<file path="src/sv/mrf_pkg.sv">
// Shared types, constants and the CRC-16/MODBUS byte update for the
// Modbus RTU request framer. No dependencies.
`default_nettype none

package mrf_pkg;

  // Input opcode field
  typedef enum logic [1:0] {
    OP_READ_HOLDING  = 2'd0,
    OP_WRITE_SINGLE  = 2'd1,
    OP_WRITE_MULTI   = 2'd2,
    OP_DATA          = 2'd3
  } opcode_t;

  // Modbus function codes
  localparam logic [7:0] FC_READ_HOLDING = 8'h03;
  localparam logic [7:0] FC_WRITE_SINGLE = 8'h06;
  localparam logic [7:0] FC_WRITE_MULTI  = 8'h10;

  // CRC-16/MODBUS
  localparam logic [15:0] CRC_INIT = 16'hFFFF;
  localparam logic [15:0] CRC_POLY = 16'hA001;

  // Control from the byte sequencer to the CRC accumulator
  typedef struct packed {
    logic       load;       // fold data into the running CRC
    logic       from_init;  // start from the initial value (first byte of a frame)
    logic       clear;      // frame closed: return to the initial value
    logic [7:0] data;
  } crc_ctl_t;

  // Fold one byte into the reflected CRC, one polynomial step per bit
  function automatic logic [15:0] crc_feed(input logic [15:0] crc, input logic [7:0] b);
    logic [15:0] c;
    c = crc ^ {8'h00, b};
    for (int k = 0; k < 8; k++) begin
      if (c[0]) begin
        c = (c >> 1) ^ CRC_POLY;
      end else begin
        c = c >> 1;
      end
    end
    return c;
  endfunction

endpackage

`default_nettype wire

</file>
<file path="src/sv/modbus_request_framer.sv">
// Modbus RTU request framer: byte sequencer, frame state and output register.
// Depends on mrf_pkg and mrf_crc16.
//
// Usage
//   Input channel (in_valid / in_stall) takes one word per item: a header
//   (read holding, write single, write multiple) or a payload data byte.
//   Output channel (out_valid / out_stall) gives one word per frame byte in
//   wire order: tx_byte, frame_end on the CRC high byte, run_last on the last
//   byte that an input word produces.
//   An accepted word sits in an item register; a sequencer index walks its
//   bytes, one per cycle unless the output stalls, into the output register.
//   Throughput is set by the output port, one byte per cycle while out_stall
//   is low: a read or write single header produces 8 bytes, a write multiple
//   header 7 (9 when its byte count is zero), a data byte 1 (3 when it is the
//   last of the payload and the CRC follows), a stray data byte none. The next
//   word is taken in the cycle the current word's last byte enters the output
//   register.
//   While out_stall is high and out_valid is set, the output word holds and
//   the sequencer waits; in_stall rises once the item register is occupied.
//   Reset (synchronous) empties both registers, closes any open frame and
//   sets the CRC to 0xFFFF.
`default_nettype none

module modbus_request_framer (
  input  wire logic        clk,
  input  wire logic        rst,
  // Input channel
  input  wire logic        in_valid,
  output logic             in_stall,
  input  wire logic [1:0]  opcode,
  input  wire logic [7:0]  slave_address,
  input  wire logic [15:0] start_address,
  input  wire logic [15:0] quantity_or_value,
  input  wire logic [7:0]  byte_count,
  input  wire logic [7:0]  data_byte,
  // Output channel
  output logic             out_valid,
  input  wire logic        out_stall,
  output logic [7:0]       tx_byte,
  output logic             frame_end,
  output logic             run_last
);

  // Item register
  logic             item_valid;
  logic [1:0]       item_op;
  logic [7:0]       item_slave;
  logic [15:0]      item_addr;
  logic [15:0]      item_qv;
  logic [7:0]       item_cnt;
  logic [7:0]       item_data;
  logic [3:0]       idx;

  // Frame state
  logic             payload_open;
  logic [7:0]       bytes_remaining;
  logic             crc_tail;

  logic [15:0]      crc;
  mrf_pkg::crc_ctl_t crc_ctl;

  mrf_pkg::opcode_t op;
  logic             is_header;
  logic [3:0]       data_len;
  logic             crc_follow;
  logic             drop;
  logic             is_crc_lo;
  logic             is_crc_hi;
  logic             last;
  logic             advance;
  logic             emit;
  logic [7:0]       fc;
  logic [7:0]       byte_sel;

  // Decode the held word and the current sequencer position
  always_comb begin
    op        = mrf_pkg::opcode_t'(item_op);
    is_header = (op != mrf_pkg::OP_DATA);
    if (is_header) begin
      data_len   = (op == mrf_pkg::OP_WRITE_MULTI) ? 4'd7 : 4'd6;
      crc_follow = (op != mrf_pkg::OP_WRITE_MULTI) || (item_cnt == 8'd0);
    end else begin
      data_len   = 4'd1;
      crc_follow = (idx == 4'd0) ? (bytes_remaining == 8'd1) : crc_tail;
    end
    drop      = !is_header && !payload_open && (idx == 4'd0);
    is_crc_lo = crc_follow && (idx == data_len);
    is_crc_hi = crc_follow && (idx == data_len + 4'd1);
    last      = drop || (crc_follow ? is_crc_hi : (idx == data_len - 4'd1));
    advance   = item_valid && (!out_valid || !out_stall);
    emit      = advance && !drop;
    in_stall  = item_valid && !(advance && last);
  end

  // Function code of the header
  always_comb begin
    unique case (op)
      mrf_pkg::OP_READ_HOLDING: fc = mrf_pkg::FC_READ_HOLDING;
      mrf_pkg::OP_WRITE_SINGLE: fc = mrf_pkg::FC_WRITE_SINGLE;
      default:                  fc = mrf_pkg::FC_WRITE_MULTI;
    endcase
  end

  // Select the byte at the sequencer position
  always_comb begin
    byte_sel = 8'h00;
    if (is_crc_lo) begin
      byte_sel = crc[7:0];
    end else if (is_crc_hi) begin
      byte_sel = crc[15:8];
    end else if (!is_header) begin
      byte_sel = item_data;
    end else begin
      unique case (idx)
        4'd0:    byte_sel = item_slave;
        4'd1:    byte_sel = fc;
        4'd2:    byte_sel = item_addr[15:8];
        4'd3:    byte_sel = item_addr[7:0];
        4'd4:    byte_sel = item_qv[15:8];
        4'd5:    byte_sel = item_qv[7:0];
        4'd6:    byte_sel = item_cnt;
        default: byte_sel = 8'h00;
      endcase
    end
  end

  // Drive the CRC accumulator
  always_comb begin
    crc_ctl.load      = emit && !is_crc_lo && !is_crc_hi;
    crc_ctl.from_init = is_header && (idx == 4'd0);
    crc_ctl.clear     = emit && is_crc_hi;
    crc_ctl.data      = byte_sel;
  end

  mrf_crc16 u_crc (
    .clk (clk),
    .rst (rst),
    .ctl (crc_ctl),
    .crc (crc)
  );

  // Capture words, advance the sequencer, update frame state
  always_ff @(posedge clk) begin
    if (rst) begin
      item_valid      <= 1'b0;
      idx             <= 4'd0;
      payload_open    <= 1'b0;
      bytes_remaining <= 8'd0;
      crc_tail        <= 1'b0;
    end else begin
      if (advance) begin
        idx <= last ? 4'd0 : idx + 4'd1;
      end
      if (emit && (idx == 4'd0)) begin
        if (is_header) begin
          payload_open    <= (op == mrf_pkg::OP_WRITE_MULTI) && (item_cnt != 8'd0);
          bytes_remaining <= (op == mrf_pkg::OP_WRITE_MULTI) ? item_cnt : 8'd0;
        end else begin
          bytes_remaining <= bytes_remaining - 8'd1;
          crc_tail        <= (bytes_remaining == 8'd1);
          if (bytes_remaining == 8'd1) begin
            payload_open <= 1'b0;
          end
        end
      end
      if (in_valid && !in_stall) begin
        item_valid <= 1'b1;
      end else if (advance && last) begin
        item_valid <= 1'b0;
      end
    end
  end

  // Load the item payload
  always_ff @(posedge clk) begin
    if (in_valid && !in_stall) begin
      item_op    <= opcode;
      item_slave <= slave_address;
      item_addr  <= start_address;
      item_qv    <= quantity_or_value;
      item_cnt   <= byte_count;
      item_data  <= data_byte;
    end
  end

  // Output register: fill on emit, drop when taken
  always_ff @(posedge clk) begin
    if (rst) begin
      out_valid <= 1'b0;
    end else if (emit) begin
      out_valid <= 1'b1;
    end else if (!out_stall) begin
      out_valid <= 1'b0;
    end
  end

  always_ff @(posedge clk) begin
    if (emit) begin
      tx_byte   <= byte_sel;
      frame_end <= is_crc_hi;
      run_last  <= last;
    end
  end

  // Checks on frame state and sequencing
  a_end_is_last: assert property (@(posedge clk) disable iff (rst)
    out_valid && frame_end |-> run_last)
    else $error("frame_end without run_last");

  a_open_has_bytes: assert property (@(posedge clk) disable iff (rst)
    payload_open |-> (bytes_remaining != 8'd0))
    else $error("open frame with no bytes remaining");

  a_closed_no_bytes: assert property (@(posedge clk) disable iff (rst)
    !payload_open |-> (bytes_remaining == 8'd0))
    else $error("closed frame with bytes remaining");

  a_idx_range: assert property (@(posedge clk) disable iff (rst)
    item_valid |-> (idx <= 4'd8))
    else $error("sequencer index out of range");

  a_crc_restart: assert property (@(posedge clk) disable iff (rst)
    emit && is_crc_hi |=> (crc == mrf_pkg::CRC_INIT))
    else $error("CRC not restarted after frame end");

endmodule

`default_nettype wire

</file>
<file path="src/sv/mrf_crc16.sv">
// Running CRC-16/MODBUS accumulator for the request framer.
// Depends on mrf_pkg (crc_ctl_t, crc_feed, CRC_INIT).
`default_nettype none

module mrf_crc16 (
  input  wire logic             clk,
  input  wire logic             rst,
  input  wire mrf_pkg::crc_ctl_t ctl,
  output logic [15:0]           crc
);

  logic [15:0] base;
  logic [15:0] crc_next;

  // Pick the start value and fold in the byte, or restart on clear
  always_comb begin
    base     = ctl.from_init ? mrf_pkg::CRC_INIT : crc;
    crc_next = crc;
    if (ctl.clear) begin
      crc_next = mrf_pkg::CRC_INIT;
    end else if (ctl.load) begin
      crc_next = mrf_pkg::crc_feed(base, ctl.data);
    end
  end

  // Hold the accumulator
  always_ff @(posedge clk) begin
    if (rst) begin
      crc <= mrf_pkg::CRC_INIT;
    end else begin
      crc <= crc_next;
    end
  end

endmodule

`default_nettype wire

</file>
<file path="config.mk">
export PLATFORM = sky130hd
export DESIGN_NAME = modbus_request_framer
export DESIGN_NICKNAME = d
export VERILOG_FILES = /design/src/sv/mrf_pkg.sv /design/src/sv/modbus_request_framer.sv /design/src/sv/mrf_crc16.sv
export SDC_FILE = /design/constraint.sdc
export NUM_CORES = 1
export LEC_CHECK = 0
export ABC_AREA = 1
export BUFFER_PORTS_ARGS = -buffer_cell sky130_fd_sc_hd__buf_4
export CAP_MARGIN = 10
export CORE_UTILIZATION = 57
export CTS_CLUSTER_SIZE = 30
export DETAILED_ROUTE_END_ITERATION = 8
export HOLD_SLACK_MARGIN = 0.1
export PLACE_DENSITY_LB_ADDON = 0.3
export SYNTH_ARGS = -nofsm -noshare
export SYNTH_HDL_FRONTEND = slang
export SYNTH_SLANG_ARGS = --single-unit
</file>
<file path="constraint.sdc">
create_clock -name clk -period 5.33 [get_ports clk]
set_input_delay 0.2665 -clock clk [delete_from_list [all_inputs] [get_ports clk]]
set_output_delay 0.2665 -clock clk [all_outputs]
set_load 0.02 [all_outputs]
</file>
==> flow_summary.toml <==
[sta]
tns_ps = 0
finalHoldViolCount = 0
setup_viol = 0
finalCritPeriodShare_pct = 68.7
rsz0062_at_grt = "false"
timing.final.ws_setup_ps = 1670
relSlewSlack_pct = 40.4
fmax_mhz = 273
skew_ps = 12.5
drv_slew = 0
tightest_slew_ps = 891
fin_crit_ps = 3660

[clocking]
cts_hold_buf = 58
clock-root-buffer = "clkbuf_8"
worstSkewPairLatency_ps = 370
tritoncts = "built"
postCtsSetupBuffers = 0
clk_pin_slew_ps = 100
clockBufferDepth = 2
cts_sinks = 100
ctsResizeCount = 0
htreeDepth = 3
cts-buffers-inserted = 9

[setup_path]
critPathBufInv = 5
critical_path_class = "reg2reg"
required_ps = 5370
r2r_setup_slack_ps = 1670
path_cells = "inv_1 > ha_1 > nand2_4 > a21oi_4 > nand2_4 > nand3_2 > inv_2 > nor3_1 > nor2_1 > inv_1 > nand2_1 > inv_1 > nor2_4 > buf_4"
max_stage_delay_ps = 680
r2r_cells = 14
rr_startpoint = "idx[0]$_SDFFE_PP0P_"
arrival_ps = 3710
critPathMostFrequentCell = "inv_1"
cpLargestDelayFamily = "simple AND/OR/NAND/NOR gates"
critPathCaptureType = "flop"
cp_max_fo = 33
r2r-end = "item_qv[2]$_DFFE_PP_"
crit_slowest_cell = "nor2_4"
worstSetupStartpointType = "flop"

[logic_synthesis]
synth_flop_cell = "edfxtp_1"
ys_ff_latch = 100
yosysWarnings = 0
ys_seq_area_share_pct = 52.9
synth_cell_types = 49
synth_compound_area_share_pct = 10.9
synth_simple_gate_area_share_pct = 26.9
syn_inst = 540
synthXorXnorAreaFrac_pct = 1.88
synth_area_um2 = 5070
synthesis.nets = 608
synth_fa_ha_area_share_pct = 1.48
synth_top_family_by_area = "simple AND/OR/NAND/NOR gates"
syn-mean-instance-area_um2 = 9.39
async_reset_ff_share_pct = 0
synth_mux_area_share_pct = 0
synth-edff-count = 68

[route]
wire_per_inst_um = 17.0
antenna_left = 0
top_layer = "met4"
dr_wl_met3_um = 946
dr.pass1.iters = 6
wl_met2_um = 6570
drc = 0
viasPerCell = 5.69
met1_length_um = 5310
vias = 4481
wl_um = 13400
drt_iter0_drc = 385

[hold_path]
holdCritStartpoint = "rst"
hold_path_end = "item_valid$_SDFFE_PP0P_"
hold_depth = 2
min-delay-path-class = "in2reg"

[floorplan]
rows = 34
die-area_um2 = 9270
ios = 74
dieHeight_um = 96.3
initial_core_util_pct = 58.4
die_w_um = 96.3
core_um2 = 8680

[power]
total_power_mw = 1.95
comb_power_share_pct = 25.4
vdd.ir_drop.worst_uv = 283
p_leak_nw = 2.82
seqPwrFrac_pct = 47.9
clockPowerShare_pct = 26.7
netSwitchingFraction_pct = 32.2
p_int_mw = 1.32
p_sw_mw = 0.629
power_density_nw_per_um2 = 300

[flow_run]
drv_cap = 0

[cells_and_area]
mostFrequentLayoutCell = "nand2_1"
area_growth_pct = 28.4
stdcell_count = 787
fin_nets = 742
drive_above_1_share_pct = 23.0
postLayoutCellArea_um2 = 6510
antennaDiodeCount = 0
fill_cells = 590
final_cell_mix = "nand2_1, buf_4, edfxtp_1"

[grt]
overflow = 0
grt_pass1_wl_um = 20600
antenna_found_initial = 0
grt_util_all_layers_pct = 30.2
grt_start_max_net_pins = 34
grt_pass1_vias = 4242

[placement]
gp_congestion = 0.911
io_buffers = 73
placed_area_um2 = 5710
pre_cts_ws_ps = 1740
dp_hpwl_um = 8880
dpl.cell_count = 713

[outcome]
outcome = "finished clean"
-- kinds of logic (layout without fill, tap and decap cells) --
kind of cell / count (synthesis) / in the layout
xor+xnor: 10 / 10
compound gates: 89 / 89
fa+ha+maj: 6 / 6
simple gates: 267 / 267
flops: 100 / 100
buf+inv: 68 / 207
-- stage by stage --
stage / hold WS [ps] / utilization (%)
after floorplan: 365 / -
after global placement: 445 / 65.8
after detailed placement: 446 / 65.8
after CTS: 142 / 75.0
after global routing: 153 / 75.0
final: 152 / 75.0
-- worst reg2reg max path: cells and delay by family, from the launching register on --
kind            cells  cell delay (ps)
simple gates        7             1480
flops               1              470
buf+inv             5              980
fa+ha+maj           1              320
compound gates      1               80
-- synthesized netlist by cell type, types with 2 or more instances --
cell	n	share of area, %
nor2_4	2	0.44
nand2_2	19	2.3
nand2_1	116	8.6
nand4_1	17	2.1
a221oi_1	3	0.52
o211ai_1	14	2.1
nor2_2	2	0.25
nor3_1	5	0.49
a31oi_1	2	0.25
o21ai_1	4	0.39
inv_1	48	3.6
edfxtp_1	68	40
ha_1	6	1.5
nand3_2	8	1.6
or2_1	2	0.25
o21ai_2	2	0.35
nand3_1	44	4.3
xor2_1	8	1.4
o21ai_0	26	2.6
a21oi_1	29	2.9
nor2_1	33	2.4
or2_2	5	0.62
inv_2	6	0.44
buf_2	4	0.39
nand2_4	6	1.3
dfxtp_1	32	13
clkbuf_1	5	0.37
a211oi_1	3	0.44
-- final cells by class --
type | count | area, µm² | share of cell area (%)
inverter | 56 | 220 | 3.38
multi-input combinational | 372 | 2100 | 32.2
timing repair buffer | 135 | 1160 | 17.8
tap | 108 | 135 | 2.08
clock inverter | 7 | 92.6 | 1.42
clock buffer | 9 | 124 | 1.90
sequential | 100 | 2680 | 41.2
-- power by group through the flow --
stage | Clock, mW | Sequential (mW) | Combinational (mW)
after floorplan | 0 | 0.951 | 0.318
after global placement | 0 | 0.947 | 0.435
after detailed placement | 0 | 0.950 | 0.449
after CTS | 0.524 | 0.932 | 0.485
after global routing | 0.555 | 0.940 | 0.545
final | 0.521 | 0.934 | 0.495
-- sequential cells by signal (all words and copies together), names as in the netlist, 2 cells and up --
register	cells
item_addr	16
item_qv	16
u_crc.crc	16
bytes_remaining	8
item_cnt	8
item_data	8
item_slave	8
tx_byte	8
idx	4
item_op	2
-- metal layers --
layer  GRT usage (%)  up-vias
li1                -     2131
met5               0        -
met3            6.48       46
met4            15.2        0
met2            50.6      239
met1            36.8     2065
-- worst max-delay path by stage --
| stage | start | cells after the start | slack [ps] | endpoint |
|---|---|---|---|---|
| 2_1_floorplan | idx[0]$_SDFFE_PP0P_ | 14 | 580 | item_addr[0]$_DFFE_PP_ |
| 3_3_place_gp | idx[0]$_SDFFE_PP0P_ | 14 | 1860 | item_data[7]$_DFFE_PP_ |
| 5_1_grt | idx[1]$_SDFFE_PP0P_ | 15 | 1400 | item_addr[10]$_DFFE_PP_ |
| 6_report | idx[0]$_SDFFE_PP0P_ | 14 | 1670 | item_qv[2]$_DFFE_PP_ |
| 4_1_cts | idx[1]$_SDFFE_PP0P_ | 15 | 1710 | item_slave[5]$_DFFE_PP_ |
| 3_5_place_dp | idx[1]$_SDFFE_PP0P_ | 15 | 1740 | item_data[6]$_DFFE_PP_ |
Power figures use the tool's default switching activity.
